--- config.mk ---
export PLATFORM = sky130hd
export DESIGN_NAME = h_bridge_drive_with_dead_time_top_flat
export DESIGN_NICKNAME = d
export VERILOG_FILES = /design/src/rtl/hbdt_pkg.sv /design/src/rtl/hbdt_if.sv /design/src/rtl/h_bridge_drive_with_dead_time_top.sv /design/src/flat_wrapper.sv
export SDC_FILE = /design/constraint.sdc
export NUM_CORES = 1
export LEC_CHECK = 0
export BUFFER_PORTS_ARGS = -buffer_cell sky130_fd_sc_hd__buf_2
export CELL_PAD_IN_SITES_DETAIL_PLACEMENT = 0
export CELL_PAD_IN_SITES_GLOBAL_PLACEMENT = 1
export CORE_AREA = 2 2 139 141
export CTS_CLUSTER_DIAMETER = 80
export DETAILED_ROUTE_END_ITERATION = 6
export DIE_AREA = 0 0 141 143
export PLACE_DENSITY_LB_ADDON = 0.08
export SLEW_MARGIN = 15
export SYNTH_ARGS = -nofsm -noshare
export SYNTH_HDL_FRONTEND = slang
export SYNTH_SLANG_ARGS = --single-unit
--- constraint.sdc ---
create_clock -name clk -period 6.7 [get_ports clk]
set_input_delay 0.67 -clock clk [delete_from_list [all_inputs] [get_ports clk]]
set_output_delay 0.67 -clock clk [all_outputs]
set_load 0.01 [all_outputs]
--- src/rtl/hbdt_pkg.sv ---
`timescale 1ns / 1ps
// ----------------------------------------------------------------------------
// hbdt_pkg
// shared widths, register indexes and types of the h-bridge dead-time drive
// ----------------------------------------------------------------------------
package hbdt_pkg;

  localparam int SPEED_W = 17;
  localparam int LEVEL_W = 16;
  localparam int CFG_W   = 16;
  localparam int CFG_IDX_W = 2;

  localparam logic [CFG_W-1:0] DEADZONE_RESET    = 16'd0;
  localparam logic [CFG_W-1:0] SPEED_LIMIT_RESET = 16'hFFFF;
  localparam logic [CFG_W-1:0] DEADTIME_RESET    = 16'd50;

  // configuration register indexes
  typedef enum logic [CFG_IDX_W-1:0] {
    REG_DEADZONE    = 2'd0,
    REG_SPEED_LIMIT = 2'd1,
    REG_REVERSED    = 2'd2,
    REG_DEADTIME    = 2'd3
  } cfg_reg_t;

  // input opcodes
  localparam logic OP_TICK    = 1'b0;
  localparam logic OP_COMMAND = 1'b1;

  typedef struct packed {
    logic [LEVEL_W-1:0] level_a;
    logic [LEVEL_W-1:0] level_b;
    logic               in_dead_time;
  } drive_t;

endpackage

--- src/rtl/hbdt_if.sv ---
`timescale 1ns / 1ps
// ----------------------------------------------------------------------------
// hbdt interfaces
// valid/ready channels for speed commands and leg drive levels
// ----------------------------------------------------------------------------
interface hbdt_cmd_if import hbdt_pkg::*; ();
  logic                      valid;
  logic                      ready;
  logic                      opcode;
  logic signed [SPEED_W-1:0] speed;

  modport source (output valid, output opcode, output speed, input ready);
  modport sink (input valid, input opcode, input speed, output ready);
endinterface

interface hbdt_drive_if import hbdt_pkg::*; ();
  logic               valid;
  logic               ready;
  logic [LEVEL_W-1:0] level_a;
  logic [LEVEL_W-1:0] level_b;
  logic               in_dead_time;

  modport source (output valid, output level_a, output level_b, output in_dead_time,
                  input ready);
  modport sink (input valid, input level_a, input level_b, input in_dead_time,
                output ready);
endinterface

--- src/rtl/h_bridge_drive_with_dead_time_top.sv ---
`timescale 1ns / 1ps
// ----------------------------------------------------------------------------
// h_bridge_drive_with_dead_time_top
// h-bridge leg drive with deadzone, clamp, reverse and dead-time insertion
// ----------------------------------------------------------------------------
// each cmd transfer's drive result is registered in the result register, or
// in the skid entry while that register stalls; one transfer per cycle while
// skid is empty. a two-entry output buffer (result register plus skid) keeps
// cmd ready while one finished result waits on the drive side
// reset (rst, synchronous): speed and dead-time counter cleared, registers
// to deadzone 0, speed limit 65535, reversed 0, deadtime_ticks 50
module h_bridge_drive_with_dead_time_top import hbdt_pkg::*; #(
  parameter int LEVEL_WIDTH = 16
) (
  input  logic                 clk,
  input  logic                 rst,
  hbdt_cmd_if.sink             cmd,
  hbdt_drive_if.source         drive,
  input  logic                 cfg_we,
  input  logic [CFG_IDX_W-1:0] cfg_index,
  input  logic [CFG_W-1:0]     cfg_data
);

  // largest duty level that LEVEL_WIDTH bits hold, seen through a 16 bit port
  localparam logic [LEVEL_W-1:0] LEVEL_TOP = (LEVEL_WIDTH >= LEVEL_W) ?
      {LEVEL_W{1'b1}} : LEVEL_W'((64'd1 << LEVEL_WIDTH) - 64'd1);

  // configuration registers
  logic [CFG_W-1:0] deadzone;
  logic [CFG_W-1:0] speed_limit;
  logic             reversed;
  logic [CFG_W-1:0] deadtime_ticks;

  // state: pending speed kept as sign and magnitude, plus dead-time counter
  logic               cur_neg;
  logic [LEVEL_W-1:0] cur_mag;
  logic [CFG_W-1:0]   dead_remaining;

  logic               cur_neg_next;
  logic [LEVEL_W-1:0] cur_mag_next;
  logic [CFG_W-1:0]   dead_remaining_next;

  // output buffer
  logic   out_valid;
  drive_t out_data;
  logic   skid_valid;
  drive_t skid_data;

  logic   accept;
  logic   out_fire;
  drive_t result;

  // command shaping
  logic [SPEED_W-1:0] req_mag;
  logic [LEVEL_W-1:0] clamp_mag;
  logic               in_zone;
  logic               new_neg;
  logic [LEVEL_W-1:0] sat_mag;

  assign cmd.ready = !skid_valid;
  assign accept    = cmd.valid && cmd.ready;
  assign out_fire  = out_valid && drive.ready;

  always_ff @(posedge clk) begin
    if (rst) begin
      deadzone       <= DEADZONE_RESET;
      speed_limit    <= SPEED_LIMIT_RESET;
      reversed       <= 1'b0;
      deadtime_ticks <= DEADTIME_RESET;
    end else if (cfg_we) begin
      case (cfg_reg_t'(cfg_index))
        REG_DEADZONE:    deadzone       <= cfg_data;
        REG_SPEED_LIMIT: speed_limit    <= cfg_data;
        REG_REVERSED:    reversed       <= cfg_data[0];
        REG_DEADTIME:    deadtime_ticks <= cfg_data;
        default: ;
      endcase
    end
  end

  always_comb begin
    // magnitude of the request, -65536 gives 17'h10000
    req_mag   = cmd.speed[SPEED_W-1] ? SPEED_W'(-cmd.speed) : SPEED_W'(cmd.speed);
    in_zone   = (req_mag <= {1'b0, deadzone});
    clamp_mag = (req_mag > {1'b0, speed_limit}) ? speed_limit : req_mag[LEVEL_W-1:0];
    if (in_zone) begin
      clamp_mag = '0;
    end
    // zero is always forward
    new_neg = (cmd.speed[SPEED_W-1] ^ reversed) && (clamp_mag != '0);

    cur_neg_next        = cur_neg;
    cur_mag_next        = cur_mag;
    dead_remaining_next = dead_remaining;
    if (cmd.opcode == OP_COMMAND) begin
      // direction change from a nonzero pending speed reloads dead time
      if (cur_mag != '0 && cur_neg != new_neg) begin
        dead_remaining_next = deadtime_ticks;
      end
      cur_neg_next = new_neg;
      cur_mag_next = clamp_mag;
    end else if (dead_remaining != '0) begin
      dead_remaining_next = dead_remaining - 1'b1;
    end

    sat_mag = (cur_mag_next > LEVEL_TOP) ? LEVEL_TOP : cur_mag_next;

    result = '0;
    if (dead_remaining_next != '0) begin
      result.in_dead_time = 1'b1;
    end else if (cur_neg_next) begin
      result.level_b = sat_mag;
    end else begin
      result.level_a = sat_mag;
    end
  end

  // state advances on every cmd transfer
  always_ff @(posedge clk) begin
    if (rst) begin
      cur_neg        <= 1'b0;
      cur_mag        <= '0;
      dead_remaining <= '0;
    end else if (accept) begin
      cur_neg        <= cur_neg_next;
      cur_mag        <= cur_mag_next;
      dead_remaining <= dead_remaining_next;
    end
  end

  // result register with skid entry behind it
  always_ff @(posedge clk) begin
    if (rst) begin
      out_valid  <= 1'b0;
      skid_valid <= 1'b0;
    end else if (!out_valid || out_fire) begin
      if (skid_valid) begin
        out_valid  <= 1'b1;
        skid_valid <= 1'b0;
      end else begin
        out_valid <= accept;
      end
    end else if (accept) begin
      skid_valid <= 1'b1;
    end
  end

  always_ff @(posedge clk) begin
    if (!out_valid || out_fire) begin
      out_data <= skid_valid ? skid_data : result;
    end else if (accept) begin
      skid_data <= result;
    end
  end

  assign drive.valid        = out_valid;
  assign drive.level_a      = out_data.level_a;
  assign drive.level_b      = out_data.level_b;
  assign drive.in_dead_time = out_data.in_dead_time;

endmodule

--- src/flat_wrapper.sv ---
// flat-port wrapper written by rule: the top's interface ports become plain ports
module h_bridge_drive_with_dead_time_top_flat import hbdt_pkg::*;
#(
  parameter int LEVEL_WIDTH = 16
)
  (clk, rst, cfg_we, cfg_index, cfg_data, cmd_valid, cmd_opcode, cmd_speed, cmd_ready, drive_valid, drive_level_a, drive_level_b, drive_in_dead_time, drive_ready);
  hbdt_cmd_if cmd_i ();
  hbdt_drive_if drive_i ();
  input  logic clk;
  input  logic rst;
  input  logic cfg_we;
  input  logic [CFG_IDX_W-1:0] cfg_index;
  input  logic [CFG_W-1:0] cfg_data;
  input wire logic [$bits(cmd_i.valid)-1:0] cmd_valid;
  input wire logic [$bits(cmd_i.opcode)-1:0] cmd_opcode;
  input wire logic [$bits(cmd_i.speed)-1:0] cmd_speed;
  output wire logic [$bits(cmd_i.ready)-1:0] cmd_ready;
  output wire logic [$bits(drive_i.valid)-1:0] drive_valid;
  output wire logic [$bits(drive_i.level_a)-1:0] drive_level_a;
  output wire logic [$bits(drive_i.level_b)-1:0] drive_level_b;
  output wire logic [$bits(drive_i.in_dead_time)-1:0] drive_in_dead_time;
  input wire logic [$bits(drive_i.ready)-1:0] drive_ready;
  assign cmd_i.valid = cmd_valid;
  assign cmd_i.opcode = cmd_opcode;
  assign cmd_i.speed = cmd_speed;
  assign cmd_ready = cmd_i.ready;
  assign drive_valid = drive_i.valid;
  assign drive_level_a = drive_i.level_a;
  assign drive_level_b = drive_i.level_b;
  assign drive_in_dead_time = drive_i.in_dead_time;
  assign drive_i.ready = drive_ready;
  h_bridge_drive_with_dead_time_top #(.LEVEL_WIDTH(LEVEL_WIDTH)) u_core (.clk(clk), .rst(rst), .cmd(cmd_i), .drive(drive_i), .cfg_we(cfg_we), .cfg_index(cfg_index), .cfg_data(cfg_data));
endmodule
==> flow_metrics.py <==
metrics = {
    "run_status": {
        "status": "completed",
    },
    "sta": {
        "fin_skew_ps": 9.71,
        "worstMarginPinSlew_ps": 879,
        "max_freq_mhz": 160,
        "setup_viol_count_final": 0,
        "fin_crit_ps": 6240,
        "worst_slack_ps": 457,
        "fin_crit_sh_pct": 93.2,
        "finalHoldViolCount": 0,
        "slew-limit-headroom_pct": 41.4,
        "fin_setup_tns_ps": 0,
        "whs_ps": 456,
        "rsz0062_at_grt": "no",
        "slew_violations": 0,
    },
    "global_route": {
        "grt_pass1_wl_um": 38100,
        "antenna_found_initial": 0,
        "grt_usage_pct": 23.9,
        "first_global_vias": 6977,
        "gr-total-overflow": 0,
        "grt_max_degree": 85,
    },
    "synthesis": {
        "postSynth.asyncResetShare_pct": 0,
        "yosys.area.top_type_share_pct": 23.3,
        "synth_common_cells": "nand2_1 (153), nor2_1 (92), dfxtp_1 (84)",
        "synth.area.top_cells": "edfxtp_1 (23%), dfxtp_1 (20%), nand2_1 (6.8%), ha_1 (5.1%), nor2_1 (4.1%)",
        "yosysMostFrequentCell": "nand2_1",
        "synth-main-ff-cell": "dfxtp_1",
        "synth_area_sq_um": 8500,
        "synth_edf_count": 66,
        "ys_seq_area_share_pct": 43.1,
        "synth_top_cell_by_area": "edfxtp_1",
        "syn-num-nets": 1061,
        "ys_seq_elements": 150,
        "synth.distinct_cells": 70,
        "avgSynthCellArea_sq_um": 8.63,
        "ys_warn_count": 0,
        "syn_inst": 985,
    },
    "final_layout": {
        "fin_nets": 1115,
        "drive_gt1_share_pct": 16.7,
        "fill_cells": 1817,
        "diodes": 0,
        "register_area_sq_um": 3660,
        "synthToLayoutAreaGrowth_pct": 14.6,
        "multi_input_area_sq_um": 4400,
        "stdcell_area_sq_um": 9740,
    },
    "setup_path": {
        "start_kind": "primary input",
        "worstPathCellList": "buf_2, inv_1, ha_1, or4b_2, or2_2, o21ai_0, xnor2_1, ha_1, a211oi_1, nor3b_1, nor4_1, a31oi_1, or3_1, o2111a_1, nor4_4, a222oi_1, or3_1, or4_1, buf_12, o22a_1",
        "critPathMaxFanout": 34,
        "cp_slowest_stage_delay_ps": 650,
        "required_ps": 6870,
        "endpoint_kind": "register",
        "slowest_stage": "or4b_2",
        "crit_type": "primary input to register",
        "cp.arrival_ps": 6420,
    },
    "clocking": {
        "post_cts_resized": 0,
        "h-tree-depth": 4,
        "cts_setup_buffers": 0,
        "clockBufferDepth": 2,
        "cts-hold-fix-buffers": 0,
        "cts.sinks": 150,
        "clock_latency_ps": 420,
        "tritoncts": "built",
        "cts_buffers": 17,
        "root_buffer": "clkbuf_16",
        "path_clk_slew_ps": 60,
    },
    "route": {
        "num_vias": 7417,
        "drt-initial-drc-count": 612,
        "route.detailed.drc": 0,
        "firstDrtPassIters": 5,
        "wirelength_um": 23600,
        "vias_per_cell": 5.77,
        "final_antenna_net_count": 0,
        "wl_per_cell_um": 18.3,
    },
    "floorplanning": {
        "dieWidth_um": 141,
        "core_sq_um": 18600,
        "die_area_sq_um": 20200,
        "start_util_pct": 45.8,
        "row_count": 50,
        "chipHeight_um": 143,
        "ioPinCount": 76,
    },
    "pwr": {
        "power_density_nw_per_um2": 269,
        "ir_drop_mv": 0.177,
        "leakagePower_uw": 0.00379,
    },
    "hold_path": {
        "hp-class": "register to register",
    },
    "place": {
        "pre_cts_ws_ps": 53.3,
        "gp_congestion": 0.871,
        "numPortBuffers": 75,
        "placed_area_sq_um": 9140,
        "dpl.hpwl_um": 16800,
    },
    "job": {
        "max_cap_viol_count": 0,
    },
}
[final cells by class]
cell class / instances / area share [%]
multi-input combinational: 717 / 45.1
sequential: 150 / 37.6
timing repair buffer: 103 / 6.16
clock buffer: 19 / 4.44
tap: 234 / 3.00
inverter: 50 / 1.93
clock inverter: 13 / 1.76
[where the power goes]
group | switching [uW] | total (uW) | internal, uW
Sequential | 43.3 | 1050 | 1000
Combinational | 373 | 586 | 213
Clock | 400 | 992 | 592
Total | 816 | 2620 | 1810
[worst paths after layout]
| path | depth (start not counted) | endpoint | startpoint | slack [ps] |
|---|---|---|---|---|
| worst min-delay path | 2 | u_core.deadzone[12]$_SDFFE_PP0P_ | u_core.deadzone[12]$_SDFFE_PP0P_ | 460 |
| worst min register to register | 2 | u_core.deadzone[12]$_SDFFE_PP0P_ | u_core.deadzone[12]$_SDFFE_PP0P_ | 460 |
| worst max register to register | 14 | u_core.drive.in_dead_time$_DFFE_PP_ | u_core.speed_limit[12]$_SDFFE_PP1P_ | 2000 |
| worst max-delay path | 20 | u_core.drive.in_dead_time$_DFFE_PP_ | cmd_speed[0] | 460 |
[cells in the final DEF (no fill, tap or decap), types with 15 or more instances in the layout]
master | Yosys | routed
nand3b_1 | 24 | 24
edfxtp_1 | 66 | 66
a211oi_1 | 22 | 22
clkbuf_16 | 0 | 17
nand2_1 | 153 | 153
dfxtp_1 | 84 | 84
buf_2 | 2 | 74
nor3_1 | 46 | 46
inv_1 | 49 | 49
xnor2_1 | 19 | 19
buf_4 | 0 | 28
o21ai_0 | 24 | 24
nand4_1 | 41 | 41
o21ai_2 | 21 | 21
ha_1 | 35 | 35
nor2_1 | 92 | 89
nor4_1 | 15 | 15
a21oi_1 | 59 | 59
[cells by family (layout without fill, tap and decap cells)]
kind of cell	count (synthesis)	in the layout	share of synthesized area (%)
AO/OA/AOI/OAI	214	214	17.2
flip-flops	150	150	43.1
AND/OR/NAND/NOR	426	426	24.4
multiplexers	15	15	1.90
adder cells (fa/ha/maj)	35	35	5.15
XOR/XNOR	27	27	2.78
buffers and inverters	118	185	5.52
[routing by layer]
layer | GRT usage (%) | share of wire (%) | vias up
li1 | - | - | 3671
met1 | 33.3 | 47 | 3524
met2 | 39.3 | 47 | 202
met3 | 4.09 | 4.6 | 20
met4 | 5.26 | 0.92 | 0
met5 | 0 | 0 | -
[state kept, by name (all words and copies together) (netlist names)]
signal,cells
u_core.dead_remaining,16
u_core.drive.level_a,16
u_core.deadzone,16
u_core.skid_valid,1
u_core.drive.valid,1
u_core.cur_neg,1
u_core.deadtime_ticks,16
u_core.cur_mag,16
u_core.reversed,1
u_core.drive.in_dead_time,1
u_core.skid_data,33
u_core.drive.level_b,16
u_core.speed_limit,16
[stage by stage]
step	std cells	utilization, %	power [uW]
after floorplan	985	-	1460
after global placement	1254	49.2	1640
after detailed placement	1254	49.2	1640
after CTS	1286	52.4	2630
after global routing	1286	52.4	2750
final	1286	52.4	2620
[worst max-delay path: cells and delay by family]
| family | cells | cell delay, ps |
|---|---|---|
| buffers and inverters | 3 | 450 |
| and+or+nand+nor | 8 | 3300 |
| AOI/OAI and AO/OA | 6 | 1360 |
| adders and majority gates | 2 | 460 |
| xor gates and xnor gates | 1 | 170 |
(Power assumes the default switching activity.)
